File: src/rtl/bfp_pkg.sv
// Package for the byte ring FIFO with peek: store geometry, request codes
// and the packed types that pass between the FIFO's modules and its ports.
// No dependencies.
package bfp_pkg;

  localparam int Depth  = 256;
  localparam int AddrW  = $clog2(Depth);
  localparam int CountW = $clog2(Depth + 1);
  localparam int ByteW  = 8;
  localparam int SizeW  = 9;
  localparam int ReqW   = 3;

  typedef logic [ReqW-1:0] req_code_t;

  localparam req_code_t REQ_WRITE      = 3'd0;
  localparam req_code_t REQ_READ       = 3'd1;
  localparam req_code_t REQ_PEEK       = 3'd2;
  localparam req_code_t REQ_RESET_PEEK = 3'd3;
  localparam req_code_t REQ_DROP_PEEK  = 3'd4;
  localparam req_code_t REQ_INIT       = 3'd5;

  typedef struct packed {
    logic [2:0] req_type;
    logic [7:0] write_byte;
    logic       start_full;
  } bfp_in_t;

  typedef struct packed {
    logic       ok;
    logic [7:0] data_byte;
    logic [8:0] stored_count;
    logic [8:0] peek_available;
    logic [8:0] peeked_number;
  } bfp_out_t;

  typedef struct packed {
    logic             we;
    logic [AddrW-1:0] waddr;
    logic [ByteW-1:0] wdata;
    logic             re;
    logic [AddrW-1:0] raddr;
  } bfp_ram_req_t;

endpackage

File: src/rtl/bfp_ram.sv
// Generic single-clock RAM: one write port and one read port, registered
// read data. No dependencies.
module bfp_ram #(
  parameter int DATA_W = 8,
  parameter int ADDR_W = 8
) (
  input  logic              clk,
  input  logic              we,
  input  logic [ADDR_W-1:0] waddr,
  input  logic [DATA_W-1:0] wdata,
  input  logic              re,
  input  logic [ADDR_W-1:0] raddr,
  output logic [DATA_W-1:0] rdata
);

  logic [DATA_W-1:0] mem [(1 << ADDR_W)];
  logic [DATA_W-1:0] rdata_r;

  always_ff @(posedge clk) begin
    if (we) begin
      mem[waddr] <= wdata;
    end
  end

  always_ff @(posedge clk) begin
    if (re) begin
      rdata_r <= mem[raddr];
    end
  end

  assign rdata = rdata_r;

endmodule

File: src/rtl/bfp_ctrl.sv
// Pointer and count unit of the byte ring FIFO: head, tail and peek cursors,
// held and peek counts, store access requests and registered result fields.
// Depends on bfp_pkg.
module bfp_ctrl (
  input  logic                  clk,
  input  logic                  rst_n,
  input  logic                  accept,
  input  bfp_pkg::bfp_in_t      item,
  input  logic [8:0]            size_in_use,
  output bfp_pkg::bfp_ram_req_t ram_req,
  output logic                  res_valid,
  output logic                  res_from_ram,
  output bfp_pkg::bfp_out_t     res
);
  import bfp_pkg::*;

  logic [AddrW-1:0]  head_r, head_nxt;
  logic [AddrW-1:0]  tail_r, tail_nxt;
  logic [AddrW-1:0]  peek_r, peek_nxt;
  logic [CountW-1:0] held_r, held_nxt;
  logic [CountW-1:0] left_r, left_nxt;
  logic              ok_nxt;
  logic              from_ram_nxt;
  logic [CountW-1:0] ring_size;
  logic [AddrW-1:0]  head_adv, tail_adv, peek_adv;
  logic              valid_r;
  logic              from_ram_r;
  bfp_out_t          res_r;

  // Ring size clamped into 1..Depth.
  always_comb begin
    if (size_in_use == '0) begin
      ring_size = CountW'(1);
    end else if ({1'b0, size_in_use} > (SizeW + 1)'(Depth)) begin
      ring_size = CountW'(Depth);
    end else begin
      ring_size = CountW'(size_in_use);
    end
  end

  function automatic logic [AddrW-1:0] advance(input logic [AddrW-1:0] idx,
                                               input logic [CountW-1:0] size);
    logic [CountW-1:0] n;
    n = CountW'(idx) + CountW'(1);
    return (n >= size) ? '0 : n[AddrW-1:0];
  endfunction

  assign head_adv = advance(head_r, ring_size);
  assign tail_adv = advance(tail_r, ring_size);
  assign peek_adv = advance(peek_r, ring_size);

  always_comb begin
    head_nxt      = head_r;
    tail_nxt      = tail_r;
    peek_nxt      = peek_r;
    held_nxt      = held_r;
    left_nxt      = left_r;
    ok_nxt        = 1'b0;
    from_ram_nxt  = 1'b0;
    ram_req.we    = 1'b0;
    ram_req.waddr = tail_r;
    ram_req.wdata = item.write_byte;
    ram_req.re    = 1'b0;
    ram_req.raddr = head_r;
    if (accept) begin
      unique case (item.req_type)
        REQ_WRITE: begin
          if (held_r < ring_size) begin
            ram_req.we = 1'b1;
            tail_nxt   = tail_adv;
            held_nxt   = held_r + CountW'(1);
            left_nxt   = left_r + CountW'(1);
            ok_nxt     = 1'b1;
          end
        end
        REQ_READ: begin
          if (held_r != '0) begin
            ram_req.re   = 1'b1;
            from_ram_nxt = 1'b1;
            head_nxt     = head_adv;
            peek_nxt     = head_adv;
            held_nxt     = held_r - CountW'(1);
            left_nxt     = held_r - CountW'(1);
            ok_nxt       = 1'b1;
          end
        end
        REQ_PEEK: begin
          ram_req.raddr = peek_r;
          if (left_r != '0) begin
            ram_req.re   = 1'b1;
            from_ram_nxt = 1'b1;
            peek_nxt     = peek_adv;
            left_nxt     = left_r - CountW'(1);
            ok_nxt       = 1'b1;
          end
        end
        REQ_RESET_PEEK: begin
          left_nxt = held_r;
          peek_nxt = head_r;
          ok_nxt   = 1'b1;
        end
        REQ_DROP_PEEK: begin
          held_nxt = left_r;
          head_nxt = peek_r;
          ok_nxt   = 1'b1;
        end
        REQ_INIT: begin
          head_nxt = '0;
          tail_nxt = '0;
          peek_nxt = '0;
          held_nxt = item.start_full ? ring_size : '0;
          left_nxt = item.start_full ? ring_size : '0;
          ok_nxt   = 1'b1;
        end
        default: begin
        end
      endcase
    end
  end

  always_ff @(posedge clk) begin
    if (!rst_n) begin
      head_r     <= '0;
      tail_r     <= '0;
      peek_r     <= '0;
      held_r     <= '0;
      left_r     <= '0;
      valid_r    <= 1'b0;
      from_ram_r <= 1'b0;
    end else begin
      head_r     <= head_nxt;
      tail_r     <= tail_nxt;
      peek_r     <= peek_nxt;
      held_r     <= held_nxt;
      left_r     <= left_nxt;
      valid_r    <= accept;
      from_ram_r <= from_ram_nxt;
    end
  end

  always_ff @(posedge clk) begin
    if (accept) begin
      res_r.ok             <= ok_nxt;
      res_r.data_byte      <= '0;
      res_r.stored_count   <= 9'(held_nxt);
      res_r.peek_available <= 9'(left_nxt);
      res_r.peeked_number  <= 9'(held_nxt - left_nxt);
    end
  end

  assign res_valid    = valid_r;
  assign res_from_ram = from_ram_r;
  assign res          = res_r;

endmodule

File: src/rtl/byte_ring_fifo_with_peek.sv
// Top level of the byte ring FIFO with peek cursor: size register, byte
// store RAM and pointer unit. Depends on bfp_pkg, bfp_ram and bfp_ctrl.
//
//   channel   ports                        transfer when
//   -------   --------------------------   ------------------------------
//   request   start, busy, in_item         start high and busy low
//   result    out_valid, out_item          out_valid high (one cycle only)
//   config    cfg_valid, cfg_ready, cfg_data  cfg_valid and cfg_ready high
//
// Every request yields exactly one result, shown for one cycle in the cycle
// after its request transfer. A new request can be taken every cycle while
// busy is low. Reset (rst_n low at a clock edge) clears the cursors and
// counts, sets the ring size to 256 and holds busy high for the first
// cycle after release. The receiver cannot stall results, so nothing in
// the block waits. Read data comes from the store's registered read port.
module byte_ring_fifo_with_peek (
  input  logic              clk,
  input  logic              rst_n,
  input  logic              start,
  output logic              busy,
  input  bfp_pkg::bfp_in_t  in_item,
  output logic              out_valid,
  output bfp_pkg::bfp_out_t out_item,
  input  logic              cfg_valid,
  output logic              cfg_ready,
  input  logic [8:0]        cfg_data
);
  import bfp_pkg::*;

  logic         busy_r;
  logic [8:0]   size_r;
  logic         accept;
  bfp_ram_req_t ram_req;
  logic [7:0]   ram_rdata;
  logic         res_valid;
  logic         res_from_ram;
  bfp_out_t     res;

  // busy covers only the cycle in which the block leaves reset; afterward
  // a request transfer can happen on any clock edge.
  always_ff @(posedge clk) begin
    if (!rst_n) begin
      busy_r <= 1'b1;
    end else begin
      busy_r <= 1'b0;
    end
  end

  assign busy   = busy_r;
  assign accept = start && !busy_r;

  // The ring size register is always writable; the user applies an init
  // after changing it.
  assign cfg_ready = 1'b1;

  always_ff @(posedge clk) begin
    if (!rst_n) begin
      size_r <= 9'(Depth);
    end else if (cfg_valid && cfg_ready) begin
      size_r <= cfg_data;
    end
  end

  bfp_ctrl u_ctrl (
    .clk          (clk),
    .rst_n        (rst_n),
    .accept       (accept),
    .item         (in_item),
    .size_in_use  (size_r),
    .ram_req      (ram_req),
    .res_valid    (res_valid),
    .res_from_ram (res_from_ram),
    .res          (res)
  );

  // A write lands at the edge of its transfer, so a read of the same entry
  // in any later request already sees it without forwarding.
  bfp_ram #(
    .DATA_W (ByteW),
    .ADDR_W (AddrW)
  ) u_store (
    .clk   (clk),
    .we    (ram_req.we),
    .waddr (ram_req.waddr),
    .wdata (ram_req.wdata),
    .re    (ram_req.re),
    .raddr (ram_req.raddr),
    .rdata (ram_rdata)
  );

  // The data byte comes from the store only for a successful read or peek;
  // every other result carries zero there.
  always_comb begin
    out_item = res;
    if (res_from_ram) begin
      out_item.data_byte = ram_rdata;
    end
  end

  assign out_valid = res_valid;

endmodule

File: config.mk
export PLATFORM = sky130hd
export DESIGN_NAME = byte_ring_fifo_with_peek
export DESIGN_NICKNAME = d
export VERILOG_FILES = /design/src/rtl/bfp_pkg.sv /design/src/rtl/bfp_ram.sv /design/src/rtl/bfp_ctrl.sv /design/src/rtl/byte_ring_fifo_with_peek.sv
export SDC_FILE = /design/constraint.sdc
export NUM_CORES = 2
export LEC_CHECK = 0
export BUFFER_PORTS_ARGS = -buffer_cell sky130_fd_sc_hd__buf_2
export CORE_MARGIN = 2
export CORE_UTILIZATION = 37
export CTS_CLUSTER_SIZE = 10
export DETAILED_ROUTE_END_ITERATION = 16
export HOLD_SLACK_MARGIN = 0.12
export PLACE_DENSITY = 0.54
export REMOVE_ABC_BUFFERS = 1
export SYNTH_ARGS = -nofsm -noshare
export SYNTH_HDL_FRONTEND = slang
export SYNTH_HIERARCHICAL = 1
export SYNTH_SLANG_ARGS = --single-unit
File: constraint.sdc
create_clock -name clk -period 8.84 [get_ports clk]
set_clock_uncertainty 0.2 [all_clocks]
set_input_delay 1.768 -clock clk [delete_from_list [all_inputs] [get_ports clk]]
set_output_delay 1.768 -clock clk [all_outputs]
set_load 0.1 [all_outputs]
Word level (Yosys, flattened, before mapping)
Memory sizes are Yosys's and may differ from the RTL's. A register that Yosys moved wholly into a read port is not among the register bits.
Cells that the tools add are included.

storage, ports and cells
  RAM bits = 2,048
  output and inout bits = 39
  memories = 1
  bits in registers = 82
  word-level logic and storage cells = 83
  input port bits = 25

operators by class
  order comparisons = 5
  $add $sub $neg = 8
  equality and inequality tests = 8
  reduce and logical (&&, ||, !) cells = 14
  mux-type cells = 34

memory list
  name         depth  bits a word  read ports  clocked after memory_dff  wr ports  RTL line       text
  u_store.mem  256    8            1           1                         1         bfp_ram.sv:16  logic [DATA_W-1:0] mem [(1 << ADDR_W)];

operator list
  operator             count
  $mux 9               11
  $mux 8               8
  $pmux 9 s5           1
  $pmux 9 s4           1
  $pmux 8 s4           1
  $add 8x1->9 const B  3
  $ge 9x9->1           3
  $pmux 8 s3           1
  $add 9x1->9 const B  2
  $reduce_bool 9->1    2
  $sub 9x1->9 const B  2
  $pmux 8 s2           1
  $gt 9x9->1 const B   1
  $logic_not 9->1      1
  $lt 9x9->1           1
  $sub 9x9->9          1
  $mux 1               8
  $eq 3x2->1 const B   2
  $eq 3x3->1 const B   2
  $ne 2x1->1 const B   3
  $reduce_and 3->1     2
  $pmux 1 s4           1
  $reduce_and 4->1     1
  $reduce_bool 4->1    1
  other kinds (9)      9

Longest topological paths before layout
  depth in word-level cells = 9
  depth in mapped cells = 21
  depth with buffers taken out = 20

Hierarchy
The synthesis kept the hierarchy.

by module, submodules not included
  module                    times used  cells an instance  area an instance (um^2)  seq. area each (um^2)
  bfp_ram                   1           3,733              79,636.4                 61,739.2
  bfp_ctrl                  1           707                5,838.1                  1,721.7
  byte_ring_fifo_with_peek  1           42                 488.0                    200.2

Least setup slack after synthesis
OpenSTA, ideal clock, no wires.

  kind = input port to flip-flop
  from = in start
  to = reg u_ctrl.res_r, in the netlist u_ctrl/res[8], data pin
  setup slack = 2,127 ps
  data arrival time = 6,248 ps
  stages = 14
  data required time = 8,375 ps
  path buffers = 1
  library setup time = 265 ps
  path through = nor2b_1 -> o21ai_0 -> clkbuf_1 -> a221oi_1 -> nand3_1 -> a22o_1 -> fa_1 -> o21ai_0 -> nand4_1 -> a31oi_1 -> nor3_1 -> a211oi_1 -> nor4b_1 -> xnor2_1

between the ends
  cells in the longest elaborated chain, start to end = 3
  elaborated cells on any way between the ends = 4
  classes of those cells = 1 x add/sub; 2 x mux; 1 x reduce/logical

ends and longest elaborated chain
  what                    RTL line                        text
  start: declaration      byte_ring_fifo_with_peek.sv:19  input logic start,
  $logic_and 1x1->1       byte_ring_fifo_with_peek.sv:50  assign accept = start && !busy_r;
  $mux 9                  bfp_ctrl.sv:65                  if (accept) begin
  via u_ctrl.left_nxt[1]  bfp_ctrl.sv:21                  logic [CountW-1:0] left_r, left_nxt;
  $sub 9x9->9             bfp_ctrl.sv:147                 res_r.peeked_number <= 9'(held_nxt - left_nxt);
  end: declaration        bfp_ctrl.sv:28                  bfp_out_t res_r;

The timed path passes the listed nets, and every way through them passes these cells.
A chain may end at the register's enable or synchronous reset.

==> summary.txt <==
outcome - finished clean
FMAX - 0.151 GHz
RSZ-0062 raised after global routing - false
routed len/inst - 29.8 um
Fill cells - 20072
clk buf depth - 3
nets - 4667
H-tree Lvls - 4
Setup-failing EPs final - 0
arrival time worst endpoint - 7060 ps
Rows - 176
max_slew headroom - 0.104
Worst Slack Setup Final - 2200 ps
cts hold-fix bufs - 0
post-CTS setup buffer count - 0
post-placement cell count - 7376
top-level I/O count - 64
DIE AREA - 236000 um2
Leak Pwr - 28.8 nW
clock insertion delay at the later pin of the skew report - 870 ps
worst hold path class - flop to flop
top sig layer - met4
#FFs+latches synth - 2138
total number of vias - 44516
period utilisation layout - 0.752
layout cells sized above 1 - 0.201
Tot Pwr - 21.0 mW
drt via density - 5.78
hpwl dp - 139000 um
Initial Utilization - 0.373
Post-synth EDFFs - 2084
total negative setup slack - 0 ps
met3 wire len - 15000 um
most common flop cell mapped by yosys - edfxtp_1
largest net degree at the start of global routing - 147
maximum fanout along the worst path - 52
Die W - 486 um
first-pass GRT wire length - 330000 um
CTS Buf Count - 239
CTS tree - done
Slew Viols, Final - 0
mean area per synthesized cell - 19.2 um2
Reg clk slew, reported paths - 60 ps
GRT Overall Usage - 0.192
DR DRC count - 0
min cycle time layout - 6640 ps
core box area - 231000 um2
register area share after synthesis - 0.741
area grow syn2layout - 11.8%
number of global-route vias before repair - 44574
wire length on met1 - 99500 um
Startpoint Class - primary input
synth warn - 6
Setup WS pre-CTS - 1310 ps
Slew @ Worst Pin - 1330 ps
Yosys cell types - 86
maximum vdd drop - 0.000176 V
RePlAce Congestion - 0.879
CP required - 9250 ps
post-synthesis instance total - 4482
maxcap violations - 0
worst setup path category - primary input to flop
initial drt markers - 4710
pwr/cell area - 218 nW/um2
Hold Vio Cnt, Final - 0
DRT Pass-1 Iters - 5
metal2 WL - 109000 um
CP endpoint kind - flop
DIE HEIGHT - 486 um
Final Util - 0.417
initial antenna violation count - 9
IO buf count - 62
Total Routed Length - 229000 um
asr flop ratio synth - 0
Clock Root Buffer - clkbuf_16
antenna-violating nets left - 0
Non-Filler Instances - 7698
cts repair resizes - 0
grt total ovfl - 0
cell area after synthesis - 86000 um2
clock sinks - 2138
sequential cells by signal, summed over array words and instances, names as in the netlist:
signal	cells
u_store/rdata	8
u_ctrl/res_valid	1
size_r	9
u_ctrl/res_from_ram	1
u_store/mem	2048
u_ctrl/head_r	8
u_ctrl/held_r	9
u_ctrl/res	28
u_ctrl/tail_r	8
busy	1
u_ctrl/left_r	9
u_ctrl/peek_r	8
routing by layer:
| metal | global-route usage | up-vias |
|---|---|---|
| met2 | 0.305 | 1621 |
| li1 | - | 18591 |
| met5 | 0 | - |
| met1 | 0.275 | 24004 |
| met3 | 0.0315 | 300 |
| met4 | 0.0534 | 0 |
power breakdown:
| part | internal [mW] | switching, mW | total (mW) | leakage, nW |
|---|---|---|---|---|
| clock | 4.94 | 3.84 | 8.78 | 3.23 |
| combinational | 0.332 | 0.679 | 1.01 | 6.36 |
| sequential | 11.1 | 0.0274 | 11.2 | 19.2 |
area by class of cell:
type / count / area, um2 / share of cell area
clock inverters: 31 / 480 / 0.00500
diodes: 1 / 2.50 / 0.0000260
clock buffers: 290 / 6200 / 0.0646
multi-input cells: 2022 / 20500 / 0.214
inverters: 33 / 124 / 0.00129
well taps: 3026 / 3790 / 0.0394
flip-flops and latches: 2138 / 63700 / 0.663
repair buffers: 157 / 1270 / 0.0132
stage by stage:
stage / area [um2] / hold WS [ps]
floorplan: 84200 / 261
global placement: 89400 / 306
detailed placement: 89400 / 309
CTS: 96100 / 323
global route: 96100 / 358
finish: 96100 / 312
cells in the mapped netlist, drive strengths merged, types with 13 or more instances:
cell | instances | area (um2)
a211oi | 24 | 180
a21o | 13 | 97.6
a21oi | 142 | 718
a221oi | 34 | 304
a22o | 15 | 140
a22oi | 136 | 1020
and2 | 23 | 144
and3 | 13 | 81.3
buf | 146 | 1210
clkbuf | 150 | 563
dfxtp | 54 | 1080
edfxtp | 2084 | 62600
ha | 50 | 626
inv | 29 | 109
mux2 | 16 | 210
mux2i | 146 | 1460
mux4 | 456 | 10300
nand2 | 84 | 315
nand2b | 16 | 100
nand3 | 63 | 315
nand4 | 16 | 100
nor2 | 342 | 1280
nor2b | 40 | 250
nor3 | 44 | 220
nor4 | 36 | 250
o211ai | 15 | 113
o21ai | 62 | 314
o221ai | 49 | 435
o22ai | 31 | 194
xnor2 | 16 | 140
cell families (layout without fill, tap and decap cells):
kind of cell	after synthesis	in the layout	synth area share
and+or+nand+nor	722	722	0.0395
muxes	618	618	0.139
buffers and inverters	329	511	0.0221
AOI/OAI and AO/OA	595	595	0.0485
other	2	10	0.0000874
xor gates and xnor gates	27	27	0.00275
adders and majority gates	51	51	0.00751
DFF	2138	2138	0.741
cells in the final DEF, fill, tap and decap left out, types with 10 or more instances in the layout:
cell type     n
a21oi_1     140
a21o_1       13
clkinv_16    10
mux4_2      454
o22ai_1      31
buf_4        82
nor2_1      339
a211oi_1     24
a22oi_1     136
ha_1         50
buf_2        54
buf_12       13
inv_1        29
mux2_4       10
nor2b_1      36
nand2_1      84
and3_1       13
nand3_1      60
nor3_1       43
and2_1       22
nand4_1      16
xnor2_1      16
o211ai_1     15
mux2i_1     146
clkbuf_16   240
a31oi_1      12
o21ai_0      56
nor4_1       32
a221oi_1     33
clkbuf_1     49
clkinv_1     10
dfxtp_1      54
nand2b_1     16
a22o_1       14
or2_2        11
o221ai_1     48
xor2_1       11
edfxtp_1   2084
critical path, stage by stage:
cell	delay (ps)
buf_2	160
inv_1	180
nand2_1	110
nor2_1	250
and2_1	560
nand2_1	200
o21ai_4	450
buf_12	430
buf_4	510
mux4_2	570
a22oi_1	310
a21oi_1	270
nor4_1	800
buf_4	270
nor4_1	50
path summary, 6_finish.rpt:
path	depth (start not counted)	endpoint	slack [ps]	start
worst max-delay path	15	u_store/rdata[1]$_DFFE_PP_	2200	in_item[11]
worst min-delay path	2	size_r[0]$_SDFFE_PN0P_	310	size_r[0]$_SDFFE_PN0P_
worst max register to register	11	u_store/mem[247][1]$_DFFE_PP_	2370	size_r[8]$_SDFFE_PN1P_
worst min register to register	2	size_r[0]$_SDFFE_PN0P_	310	size_r[0]$_SDFFE_PN0P_
No activity file was read; power rests on OpenSTA's default activity.
